$ cat src/design/hsvp_pkg.sv
// ----------------------------------------------------------------------------
// hsvp_pkg
// Shared types, constants and helpers for the hsv to packed rgba pipeline.
// ----------------------------------------------------------------------------
package hsvp_pkg;

  // fixed point format
  localparam int unsigned FracBits = 16;
  localparam int unsigned QW       = FracBits + 1;       // q1.16 width
  localparam logic [QW-1:0] OneQ16 = QW'(1) << FracBits;
  localparam logic [8:0] ChanMax   = 9'd255;

  // hue sectors, each one sixth of a turn
  localparam logic [2:0] SEC_RED_YEL = 3'd0;
  localparam logic [2:0] SEC_YEL_GRN = 3'd1;
  localparam logic [2:0] SEC_GRN_CYN = 3'd2;
  localparam logic [2:0] SEC_CYN_BLU = 3'd3;
  localparam logic [2:0] SEC_BLU_MAG = 3'd4;

  // after clamp and sector split
  typedef struct packed {
    logic [QW-1:0]       sat;
    logic [QW-1:0]       bri;
    logic [QW-1:0]       alp;
    logic [2:0]          sector;
    logic [FracBits-1:0] frac;
  } split_t;

  // after the saturation products
  typedef struct packed {
    logic [QW-1:0] bri;
    logic [QW-1:0] alp;
    logic [QW-1:0] oms;    // 1 - s
    logic [QW-1:0] omsf;   // 1 - s*f
    logic [QW-1:0] omst;   // 1 - s*(1-f)
    logic [2:0]    sector;
  } coef_t;

  // after the brightness products
  typedef struct packed {
    logic [QW-1:0] bri;
    logic [QW-1:0] alp;
    logic [QW-1:0] p;
    logic [QW-1:0] q;
    logic [QW-1:0] t;
    logic [2:0]    sector;
  } chan_t;

  // saturate a q1.16 value at 1.0
  function automatic logic [QW-1:0] clamp_one(input logic [QW-1:0] v);
    clamp_one = (v > OneQ16) ? OneQ16 : v;
  endfunction

  // floor(x*255) with saturation at 255
  function automatic logic [7:0] to_byte(input logic [QW-1:0] x);
    logic [QW+7:0] m;
    logic [8:0]    v;
    m = ({8'd0, x} << 8) - {8'd0, x};
    v = m[QW+7:FracBits];
    to_byte = (v > ChanMax) ? 8'hff : v[7:0];
  endfunction

endpackage

$ cat src/design/hsvp_split.sv
// ----------------------------------------------------------------------------
// hsvp_split
// First stage: clamps s, b and a to 1.0 and splits hue*6 into sector and
// fraction.
// ----------------------------------------------------------------------------
module hsvp_split import hsvp_pkg::*; (
  input  logic                clk_i,
  input  logic                rst_ni,
  input  logic                valid_i,
  output logic                ready_o,
  input  logic [FracBits-1:0] hue_i,
  input  logic [QW-1:0]       saturation_i,
  input  logic [QW-1:0]       brightness_i,
  input  logic [QW-1:0]       alpha_i,
  output logic                valid_o,
  input  logic                ready_i,
  output split_t              data_o
);

  logic              valid_q;
  split_t            data_d, data_q;
  logic              adv;
  logic [FracBits+2:0] hh;

  // stage moves when empty or when downstream takes its word
  assign adv     = !valid_q || ready_i;
  assign ready_o = adv;

  // hue*6 as shift and add
  always_comb begin
    hh            = ({3'd0, hue_i} << 2) + ({3'd0, hue_i} << 1);
    data_d.sat    = clamp_one(saturation_i);
    data_d.bri    = clamp_one(brightness_i);
    data_d.alp    = clamp_one(alpha_i);
    data_d.sector = hh[FracBits+2:FracBits];
    data_d.frac   = hh[FracBits-1:0];
  end

  // valid bit
  always_ff @(posedge clk_i or negedge rst_ni) begin
    if (!rst_ni) begin
      valid_q <= 1'b0;
    end else if (adv) begin
      valid_q <= valid_i;
    end
  end

  // payload
  always_ff @(posedge clk_i) begin
    if (adv && valid_i) begin
      data_q <= data_d;
    end
  end

  assign valid_o = valid_q;
  assign data_o  = data_q;

endmodule

$ cat src/design/hsvp_coef.sv
// ----------------------------------------------------------------------------
// hsvp_coef
// Second stage: forms 1-s, 1-s*f and 1-s*(1-f) with truncated products.
// ----------------------------------------------------------------------------
module hsvp_coef import hsvp_pkg::*; (
  input  logic   clk_i,
  input  logic   rst_ni,
  input  logic   valid_i,
  output logic   ready_o,
  input  split_t data_i,
  output logic   valid_o,
  input  logic   ready_i,
  output coef_t  data_o
);

  logic            valid_q;
  coef_t           data_d, data_q;
  logic            adv;
  logic [QW-1:0]   omf;
  logic [2*QW-1:0] sf_prod;
  logic [2*QW-1:0] sof_prod;

  assign adv     = !valid_q || ready_i;
  assign ready_o = adv;

  // saturation products
  always_comb begin
    omf           = OneQ16 - {1'b0, data_i.frac};
    sf_prod       = {{QW{1'b0}}, data_i.sat} * {{QW{1'b0}}, {1'b0, data_i.frac}};
    sof_prod      = {{QW{1'b0}}, data_i.sat} * {{QW{1'b0}}, omf};
    data_d.bri    = data_i.bri;
    data_d.alp    = data_i.alp;
    data_d.oms    = OneQ16 - data_i.sat;
    data_d.omsf   = OneQ16 - sf_prod[FracBits+QW-1:FracBits];
    data_d.omst   = OneQ16 - sof_prod[FracBits+QW-1:FracBits];
    data_d.sector = data_i.sector;
  end

  always_ff @(posedge clk_i or negedge rst_ni) begin
    if (!rst_ni) begin
      valid_q <= 1'b0;
    end else if (adv) begin
      valid_q <= valid_i;
    end
  end

  always_ff @(posedge clk_i) begin
    if (adv && valid_i) begin
      data_q <= data_d;
    end
  end

  assign valid_o = valid_q;
  assign data_o  = data_q;

endmodule

$ cat src/design/hsvp_scale.sv
// ----------------------------------------------------------------------------
// hsvp_scale
// Third stage: scales the coefficients by brightness to give p, q and t.
// ----------------------------------------------------------------------------
module hsvp_scale import hsvp_pkg::*; (
  input  logic  clk_i,
  input  logic  rst_ni,
  input  logic  valid_i,
  output logic  ready_o,
  input  coef_t data_i,
  output logic  valid_o,
  input  logic  ready_i,
  output chan_t data_o
);

  logic            valid_q;
  chan_t           data_d, data_q;
  logic            adv;
  logic [2*QW-1:0] p_prod;
  logic [2*QW-1:0] q_prod;
  logic [2*QW-1:0] t_prod;

  assign adv     = !valid_q || ready_i;
  assign ready_o = adv;

  // brightness products, all at most 1.0
  always_comb begin
    p_prod        = {{QW{1'b0}}, data_i.bri} * {{QW{1'b0}}, data_i.oms};
    q_prod        = {{QW{1'b0}}, data_i.bri} * {{QW{1'b0}}, data_i.omsf};
    t_prod        = {{QW{1'b0}}, data_i.bri} * {{QW{1'b0}}, data_i.omst};
    data_d.bri    = data_i.bri;
    data_d.alp    = data_i.alp;
    data_d.p      = p_prod[FracBits+QW-1:FracBits];
    data_d.q      = q_prod[FracBits+QW-1:FracBits];
    data_d.t      = t_prod[FracBits+QW-1:FracBits];
    data_d.sector = data_i.sector;
  end

  always_ff @(posedge clk_i or negedge rst_ni) begin
    if (!rst_ni) begin
      valid_q <= 1'b0;
    end else if (adv) begin
      valid_q <= valid_i;
    end
  end

  always_ff @(posedge clk_i) begin
    if (adv && valid_i) begin
      data_q <= data_d;
    end
  end

  assign valid_o = valid_q;
  assign data_o  = data_q;

endmodule

$ cat src/design/hsvp_pack.sv
// ----------------------------------------------------------------------------
// hsvp_pack
// Last stage: picks red, green and blue by sector, scales to bytes and
// holds the packed word in the output register.
// ----------------------------------------------------------------------------
module hsvp_pack import hsvp_pkg::*; (
  input  logic        clk_i,
  input  logic        rst_ni,
  input  logic        valid_i,
  output logic        ready_o,
  input  chan_t       data_i,
  output logic        valid_o,
  input  logic        ready_i,
  output logic [31:0] word_o
);

  logic          valid_q;
  logic [31:0]   word_d, word_q;
  logic          adv;
  logic [QW-1:0] red, grn, blu;

  assign adv     = !valid_q || ready_i;
  assign ready_o = adv;

  // channel selection by sector
  always_comb begin
    case (data_i.sector)
      SEC_RED_YEL: begin red = data_i.bri; grn = data_i.t;   blu = data_i.p;   end
      SEC_YEL_GRN: begin red = data_i.q;   grn = data_i.bri; blu = data_i.p;   end
      SEC_GRN_CYN: begin red = data_i.p;   grn = data_i.bri; blu = data_i.t;   end
      SEC_CYN_BLU: begin red = data_i.p;   grn = data_i.q;   blu = data_i.bri; end
      SEC_BLU_MAG: begin red = data_i.t;   grn = data_i.p;   blu = data_i.bri; end
      default:     begin red = data_i.bri; grn = data_i.p;   blu = data_i.q;   end
    endcase
    word_d = {to_byte(data_i.alp), to_byte(blu), to_byte(grn), to_byte(red)};
  end

  always_ff @(posedge clk_i or negedge rst_ni) begin
    if (!rst_ni) begin
      valid_q <= 1'b0;
    end else if (adv) begin
      valid_q <= valid_i;
    end
  end

  always_ff @(posedge clk_i) begin
    if (adv && valid_i) begin
      word_q <= word_d;
    end
  end

  assign valid_o = valid_q;
  assign word_o  = word_q;

endmodule

$ cat src/design/hsv_to_rgba_pack_top.sv
// ----------------------------------------------------------------------------
// hsv_to_rgba_pack_top
// HSV to packed 8-bit RGBA color converter, four register stages.
// ----------------------------------------------------------------------------
// usage
//   input channel: hue (q0.16 turn), saturation, brightness, alpha (q1.16,
//   values above 1.0 are taken as 1.0) with in_valid_i / in_stall_o.
//   output channel: packed_color_o = {alpha, blue, green, red} bytes with
//   out_valid_o / out_stall_i.
//   a word accepted at the input passes the split, coef, scale and pack
//   registers in order before it shows at the output.
//   throughput: one word per cycle while out_stall_i is low; the four
//   stages are clamp and sector split, saturation products (two 17x17
//   multipliers), brightness products (three 17x17 multipliers),
//   channel select and byte scaling. each stage has its own valid bit and
//   loads whenever it is empty or its successor moves, so bubbles are squeezed out under back pressure.
//   when the receiver stalls, the output word holds and the pipe keeps
//   filling; in_stall_o rises only when all four stages are full.
//   reset clears every valid bit; no word is pending after reset.
// ----------------------------------------------------------------------------
module hsv_to_rgba_pack_top import hsvp_pkg::*; (
  input  logic        clk_i,
  input  logic        rst_ni,
  input  logic        in_valid_i,
  output logic        in_stall_o,
  input  logic [15:0] hue_i,
  input  logic [16:0] saturation_i,
  input  logic [16:0] brightness_i,
  input  logic [16:0] alpha_i,
  output logic        out_valid_o,
  input  logic        out_stall_i,
  output logic [31:0] packed_color_o
);

  logic   in_ready;
  logic   split_valid, split_ready;
  logic   coef_valid, coef_ready;
  logic   scale_valid, scale_ready;
  split_t split_data;
  coef_t  coef_data;
  chan_t  scale_data;

  // clamp and sector split
  hsvp_split u_split (
    .clk_i        (clk_i),
    .rst_ni       (rst_ni),
    .valid_i      (in_valid_i),
    .ready_o      (in_ready),
    .hue_i        (hue_i),
    .saturation_i (saturation_i),
    .brightness_i (brightness_i),
    .alpha_i      (alpha_i),
    .valid_o      (split_valid),
    .ready_i      (split_ready),
    .data_o       (split_data)
  );

  // saturation products
  hsvp_coef u_coef (
    .clk_i   (clk_i),
    .rst_ni  (rst_ni),
    .valid_i (split_valid),
    .ready_o (split_ready),
    .data_i  (split_data),
    .valid_o (coef_valid),
    .ready_i (coef_ready),
    .data_o  (coef_data)
  );

  // brightness products
  hsvp_scale u_scale (
    .clk_i   (clk_i),
    .rst_ni  (rst_ni),
    .valid_i (coef_valid),
    .ready_o (coef_ready),
    .data_i  (coef_data),
    .valid_o (scale_valid),
    .ready_i (scale_ready),
    .data_o  (scale_data)
  );

  // channel select and packing, output register
  hsvp_pack u_pack (
    .clk_i   (clk_i),
    .rst_ni  (rst_ni),
    .valid_i (scale_valid),
    .ready_o (scale_ready),
    .data_i  (scale_data),
    .valid_o (out_valid_o),
    .ready_i (!out_stall_i),
    .word_o  (packed_color_o)
  );

  assign in_stall_o = !in_ready;

endmodule

$ cat config.mk
export PLATFORM = sky130hd
export DESIGN_NAME = hsv_to_rgba_pack_top
export DESIGN_NICKNAME = d
export VERILOG_FILES = /design/src/design/hsvp_pkg.sv /design/src/design/hsvp_split.sv /design/src/design/hsvp_coef.sv /design/src/design/hsvp_scale.sv /design/src/design/hsvp_pack.sv /design/src/design/hsv_to_rgba_pack_top.sv
export SDC_FILE = /design/constraint.sdc
export NUM_CORES = 2
export LEC_CHECK = 0
export BUFFER_PORTS_ARGS = -buffer_cell sky130_fd_sc_hd__buf_4
export CAP_MARGIN = 15
export CELL_PAD_IN_SITES_DETAIL_PLACEMENT = 1
export CELL_PAD_IN_SITES_GLOBAL_PLACEMENT = 1
export CORE_MARGIN = 10
export CORE_UTILIZATION = 50
export CTS_CLUSTER_DIAMETER = 200
export CTS_CLUSTER_SIZE = 30
export DETAILED_ROUTE_END_ITERATION = 8
export PLACE_DENSITY = 0.79
export SETUP_SLACK_MARGIN = 0.1
export SLEW_MARGIN = 20
export SYNTH_ARGS = -nofsm -noshare
export SYNTH_HDL_FRONTEND = slang
export SYNTH_HIERARCHICAL = 1
export SYNTH_SLANG_ARGS = --single-unit
export TNS_END_PERCENT = 50
$ cat constraint.sdc
create_clock -name clk_i -period 12.1 [get_ports clk_i]
set_input_delay 1.21 -clock clk_i [delete_from_list [all_inputs] [get_ports clk_i]]
set_output_delay 1.21 -clock clk_i [all_outputs]
set_load 0.01 [all_outputs]
# [Word level (Yosys, flattened, before mapping)]
# Cells that the tools add are included.
[op_classes] bitwise=0 n_mux=3 n_eq_ne=4 n_reduce_logical=19 add_sub_neg=9 multipliers=5 shift=0 div_mod_pow=0 magnitude_cmp=7
[ops] op="case mux 17 bit (3 select lines)" count=3
[ops] op="multiplier 17 x 17 -> 33 bit" count=4
[ops] op="subtractor 25 x 17 -> 25 bit" count=4
[ops] op="> comparator 17 bit, second input constant" count=3
[ops] op="subtractor 17 bit, first input constant" count=3
[ops] op="> comparator 9 x 8 -> 1 bit, second input constant" count=4
[ops] op="multiplier 17 x 16 -> 33 bit" count=1
[ops] op="adder 18 x 17 -> 19 bit" count=1
[ops] op="subtractor 17 x 16 -> 17 bit, first input constant" count=1
[ops] op="OR reduction 2 bit" count=4
[ops] op="equality test 3 x 2 -> 1 bit, second input constant" count=2
[ops] op="logical NOT 1 bit" count=6
[ops] op="logical AND 1 bit" count=4
[ops] op="logical OR 1 bit" count=4
[ops] op="equality test 3 x 1 -> 1 bit, second input constant" count=1
[ops] op="equality test 3 bit, second input constant" count=1
[ops] op="logical NOT 3 bit" count=1
[totals] romBits=0 elab_cells=72 ram_bits=0 latchBits=0 memories=0 ff_bits=282

# [Logic depth before layout (Yosys ltp)]
[depth] word_depth=6 depth_mapped=37

# [Modules after synthesis]
# Netlist, hierarchy kept.
[modules_own_cells] module="hsvp_scale" n_inst=1 area_per_inst_um2=29595.9 cells_per_inst=3188 seq_area_each_um2=2667.6
[modules_own_cells] module="hsvp_coef" n_inst=1 area_per_inst_um2=22048.6 cells_per_inst=2408 seq_area_each_um2=2667.6
[modules_own_cells] module="hsvp_pack" n_inst=1 area_per_inst_um2=5486.5 cells_per_inst=697 seq_area_each_um2=985.9
[modules_own_cells] module="hsvp_split" n_inst=1 area_per_inst_um2=3245.6 cells_per_inst=228 seq_area_each_um2=2097.0
[modules_own_cells] module="hsv_to_rgba_pack_top" n_inst=1 area_per_inst_um2=7.5 cells_per_inst=2 seq_area_each_um2=0.0

# [Worst setup path before layout]
# Ideal clock, no wire load.
[synth_timing] path_type="register to register" from="reg u_split.data_q, in the netlist u_split/data_o[4]" to="reg u_coef.data_q, in the netlist u_coef/data_o[19] (data pin)" setup_ps=258 arrival_ps=8519 synth_period_minus_slack_ps=8777 path_stages_with_launch=32 t_required_ps=11842 setup_slack_ps=3323 cell_sequence="edfxtp_1 clkbuf_1 nor3_1 nand3_1 or3_1 or3_1 nor2_1 xnor2_1 clkbuf_1 nand2_1 fa_1 inv_1 fa_1 fa_1 fa_1 fa_1 inv_1 fa_1 inv_1 ha_1 and2_2 nor2b_1 or3_1 o21ai_0 or2_2 clkbuf_1 nand3_1 a221o_1 or4_4 or4_1 nand3_1 xnor2_1"
[synth_rtl] element="start, declared" line_no="hsvp_split.sv:21" source="split_t data_d, data_q;"
[synth_rtl] element="start signal, assigned" line_no="hsvp_split.sv:51" source="data_q <= data_d;"
[synth_rtl] element="end signal, assigned" line_no="hsvp_coef.sv:49" source="data_q <= data_d;"
[synth_rtl] element="end, declared" line_no="hsvp_coef.sv:17" source="coef_t data_d, data_q;"

==> impl_metrics.py <==
metrics = {
    "timing": {
        "setup_viol": 0,
        "layout_min_cycle_time_ps": 10020,
        "grt_setup_unrepaired": "no",
        "timing.final.crit_share_pct": 82.8,
        "timing.final.hold_violations": 0,
        "maxSlewHeadroom_pct": 22.6,
        "worst_clock_skew_ps": 44.5,
        "report.final.slew_viol_count": 0,
        "sum_of_negative_setup_slack_ps": 0,
        "fmax_ghz": 0.0998,
        "worst_margin_slew_ps": 1160,
    },
    "synth": {
        "yosysWarnings": 6,
        "syn_area_per_cell_um2": 9.26,
        "yosysMostFrequentCell": "inv_1",
        "share_of_flip_flops_with_an_asynchronous_set_or_reset_pct": 1.42,
        "synth_largest_area_cell": "fa_1",
        "synth_nets": 8252,
        "ys.flop_type": "edfxtp_1",
        "share_of_synthesized_area_occupied_by_flip_flops_and_latches_pct": 13.9,
        "synth_edf_count": 277,
        "synth_top_area_cells": "fa_1 (36%), edfxtp_1 (14%), ha_1 (12%), inv_1 (8.5%), and2_1 (6.1%)",
        "most_instantiated_cells_after_synthesis": "inv_1 (1367), fa_1 (1092), nand2_1 (972)",
        "synth-seq-cells": 281,
        "synthesis.area_mm2": 0.0604,
        "synthCells": 6523,
        "synth.top_cell.area_share_pct": 36.2,
        "post_synth_num_cell_types": 109,
    },
    "floorplanning": {
        "chipHeight_um": 368,
        "start_util_pct": 50.3,
        "io_pins": 105,
        "die_w_um": 368,
        "floorplan.die_area_mm2": 0.135,
        "floorplan.core_area_mm2": 0.120,
        "rows": 127,
    },
    "drt": {
        "antenna_nets_post_route": 0,
        "avgViaCountPerCell": 5.63,
        "vias": 45100,
        "dr.first_iter.drc_count": 2422,
        "wl_um": 179000,
        "drcViolationCount": 0,
        "drt_pre_antenna_iters": 5,
        "wl_per_cell_um": 22.3,
    },
    "cts": {
        "cts-root-to-sink-buffers": 3,
        "cts.htree.levels": 1,
        "cts_tree": "built",
        "post_cts_resized": 0,
        "numCtsBuffers": 13,
        "worstSkewPairLatency_ps": 570,
        "clock_root_buffer": "clkbuf_16",
        "ctsHoldBuffers": 0,
        "post_cts_setup_buffer_count": 0,
        "numClockSinks": 281,
        "clkTransAtPathRegs_ps": 130,
    },
    "global_route": {
        "track_usage_pct": 26.5,
        "number_of_antenna_violations_at_the_first_check_in_global_routing": 5,
        "grt_remaining_overflow": 0,
        "number_of_global_route_vias_before_repair": 51700,
        "grt_first_pass_wirelength_um": 285000,
        "grt_start_max_net_pins": 72,
    },
    "place": {
        "port_buffer_count": 104,
        "place_congestion": 0.898,
        "detailed_place_hpwl_um": 139000,
    },
    "setup_path": {
        "crit_fanout": 20,
        "worst_path_max_delay_cell": "edfxtp_1",
        "worstSetupEndpointType": "flip-flop",
        "critical-path-top-cell-by-count": "fa_1",
        "path_class": "reg2reg",
        "critPathLaunchType": "flip-flop",
        "cp_num_buf_inv": 4,
        "worst_ep_required_time_ps": 12400,
        "cpLargestDelayFamily": "adder cells",
        "crit_path_max_incr_delay_ps": 720,
        "worst-endpoint-arrival_ps": 10330,
    },
    "final_layout": {
        "post_route_cells_drive_above_1_share_pct": 4.18,
        "synthesis_to_finish_area_growth_pct": 4.22,
        "fin_nets": 8131,
    },
    "run_status": {
        "outcome": "finished, final reports clean",
    },
    "job": {
        "max-cap-violations": 0,
    },
    "min_path": {
        "hold_path_class": "reg2reg",
    },
}
## routing by layer
layer	track usage (%)	wire length (um)	vias up
met2	46.8	89600	1267
met5	0	23	-
met1	33.1	72900	23600
met3	3.02	8950	376
li1	-	-	19900
met4	9.60	7310	4
## final timing paths
path | slack [ps] | to | from | cells after the start
worst max-delay path | 2080 | u_coef/data_o[19]$_DFFE_PP_ | u_split/data_o[3]$_DFFE_PP_ | 29
worst min-delay path | 430 | u_coef/data_o[66]$_DFFE_PP_ | u_split/data_o[31]$_SDFFCE_PN0P_ | 0
max in group asynchronous | 11540 | u_scale/valid_o$_DFFE_PN0N_ | rst_ni | 1
worst min register to register | 430 | u_coef/data_o[66]$_DFFE_PP_ | u_split/data_o[31]$_SDFFCE_PN0P_ | 0
worst max register to register | 2080 | u_coef/data_o[19]$_DFFE_PP_ | u_split/data_o[3]$_DFFE_PP_ | 29
min in group asynchronous | 450 | u_pack/valid_o$_DFFE_PN0N_ | rst_ni | 1
## cell families (layout without fill, tap and decap cells)
| family | Yosys count | count (layout) | share of synthesized area (%) |
|---|---|---|---|
| and+or+nand+nor | 2069 | 2069 | 17.0 |
| buffers and inverters | 1684 | 1568 | 10.6 |
| adders and majority gates | 1659 | 1659 | 47.9 |
| AOI/OAI and AO/OA | 584 | 584 | 6.75 |
| DFF | 281 | 281 | 13.9 |
| xor gates and xnor gates | 177 | 177 | 2.58 |
| muxes | 68 | 68 | 1.15 |
| other | 1 | 2 | 0.00621 |
## final cells by class
cell class,instances,area [um^2]
fill,13800,57000
timing repair buffer,180,1350
multi-input combinational,4558,45600
inverter,1368,5130
tap,1612,2020
clock inverter,3,28.8
antenna,1,2.50
clock buffer,17,350
sequential,281,8420
## layout by cell type (no fill, tap or decap), types with 22 or more instances in the layout
cell type / count
xnor2_1: 121
nor3_1: 52
mux2i_1: 60
a21oi_1: 122
o211ai_1: 27
a211oi_1: 22
a21o_1: 59
inv_1: 1367
and3_1: 25
nand2b_1: 32
nand2_1: 972
nor2_1: 118
nor2b_1: 72
nor4_1: 30
ha_1: 566
fa_1: 1092
and2_1: 590
xor2_1: 49
o21a_1: 33
edfxtp_1: 277
nand3_1: 46
buf_4: 180
o21ai_0: 93
nand4_1: 27
## registers in the layout (all words and copies together), names as in the netlist
| name | cells |
|---|---|
| u_pack/word_o | 32 |
| u_scale/data_o | 88 |
| u_scale/valid_o | 1 |
| u_pack/valid_o | 1 |
| u_split/valid_o | 1 |
| u_split/data_o | 69 |
| u_coef/data_o | 88 |
| u_coef/valid_o | 1 |
## per-stage QoR
step	setup slack (ps)	util, %	cell area (um^2)	hold WS (ps)	instances
after CTS	1940	52.5	62900	432	8019
after global routing	1670	52.5	62900	430	8020
final	2080	52.5	62900	430	8020
after global placement	2380	52.1	62500	401	7999
after floorplan	3320	-	60400	400	6523
after detailed placement	2010	52.1	62500	406	7999
Power is not shown: default switching activity piles up to over one toggle a cycle in this logic, so the estimate is an artifact.
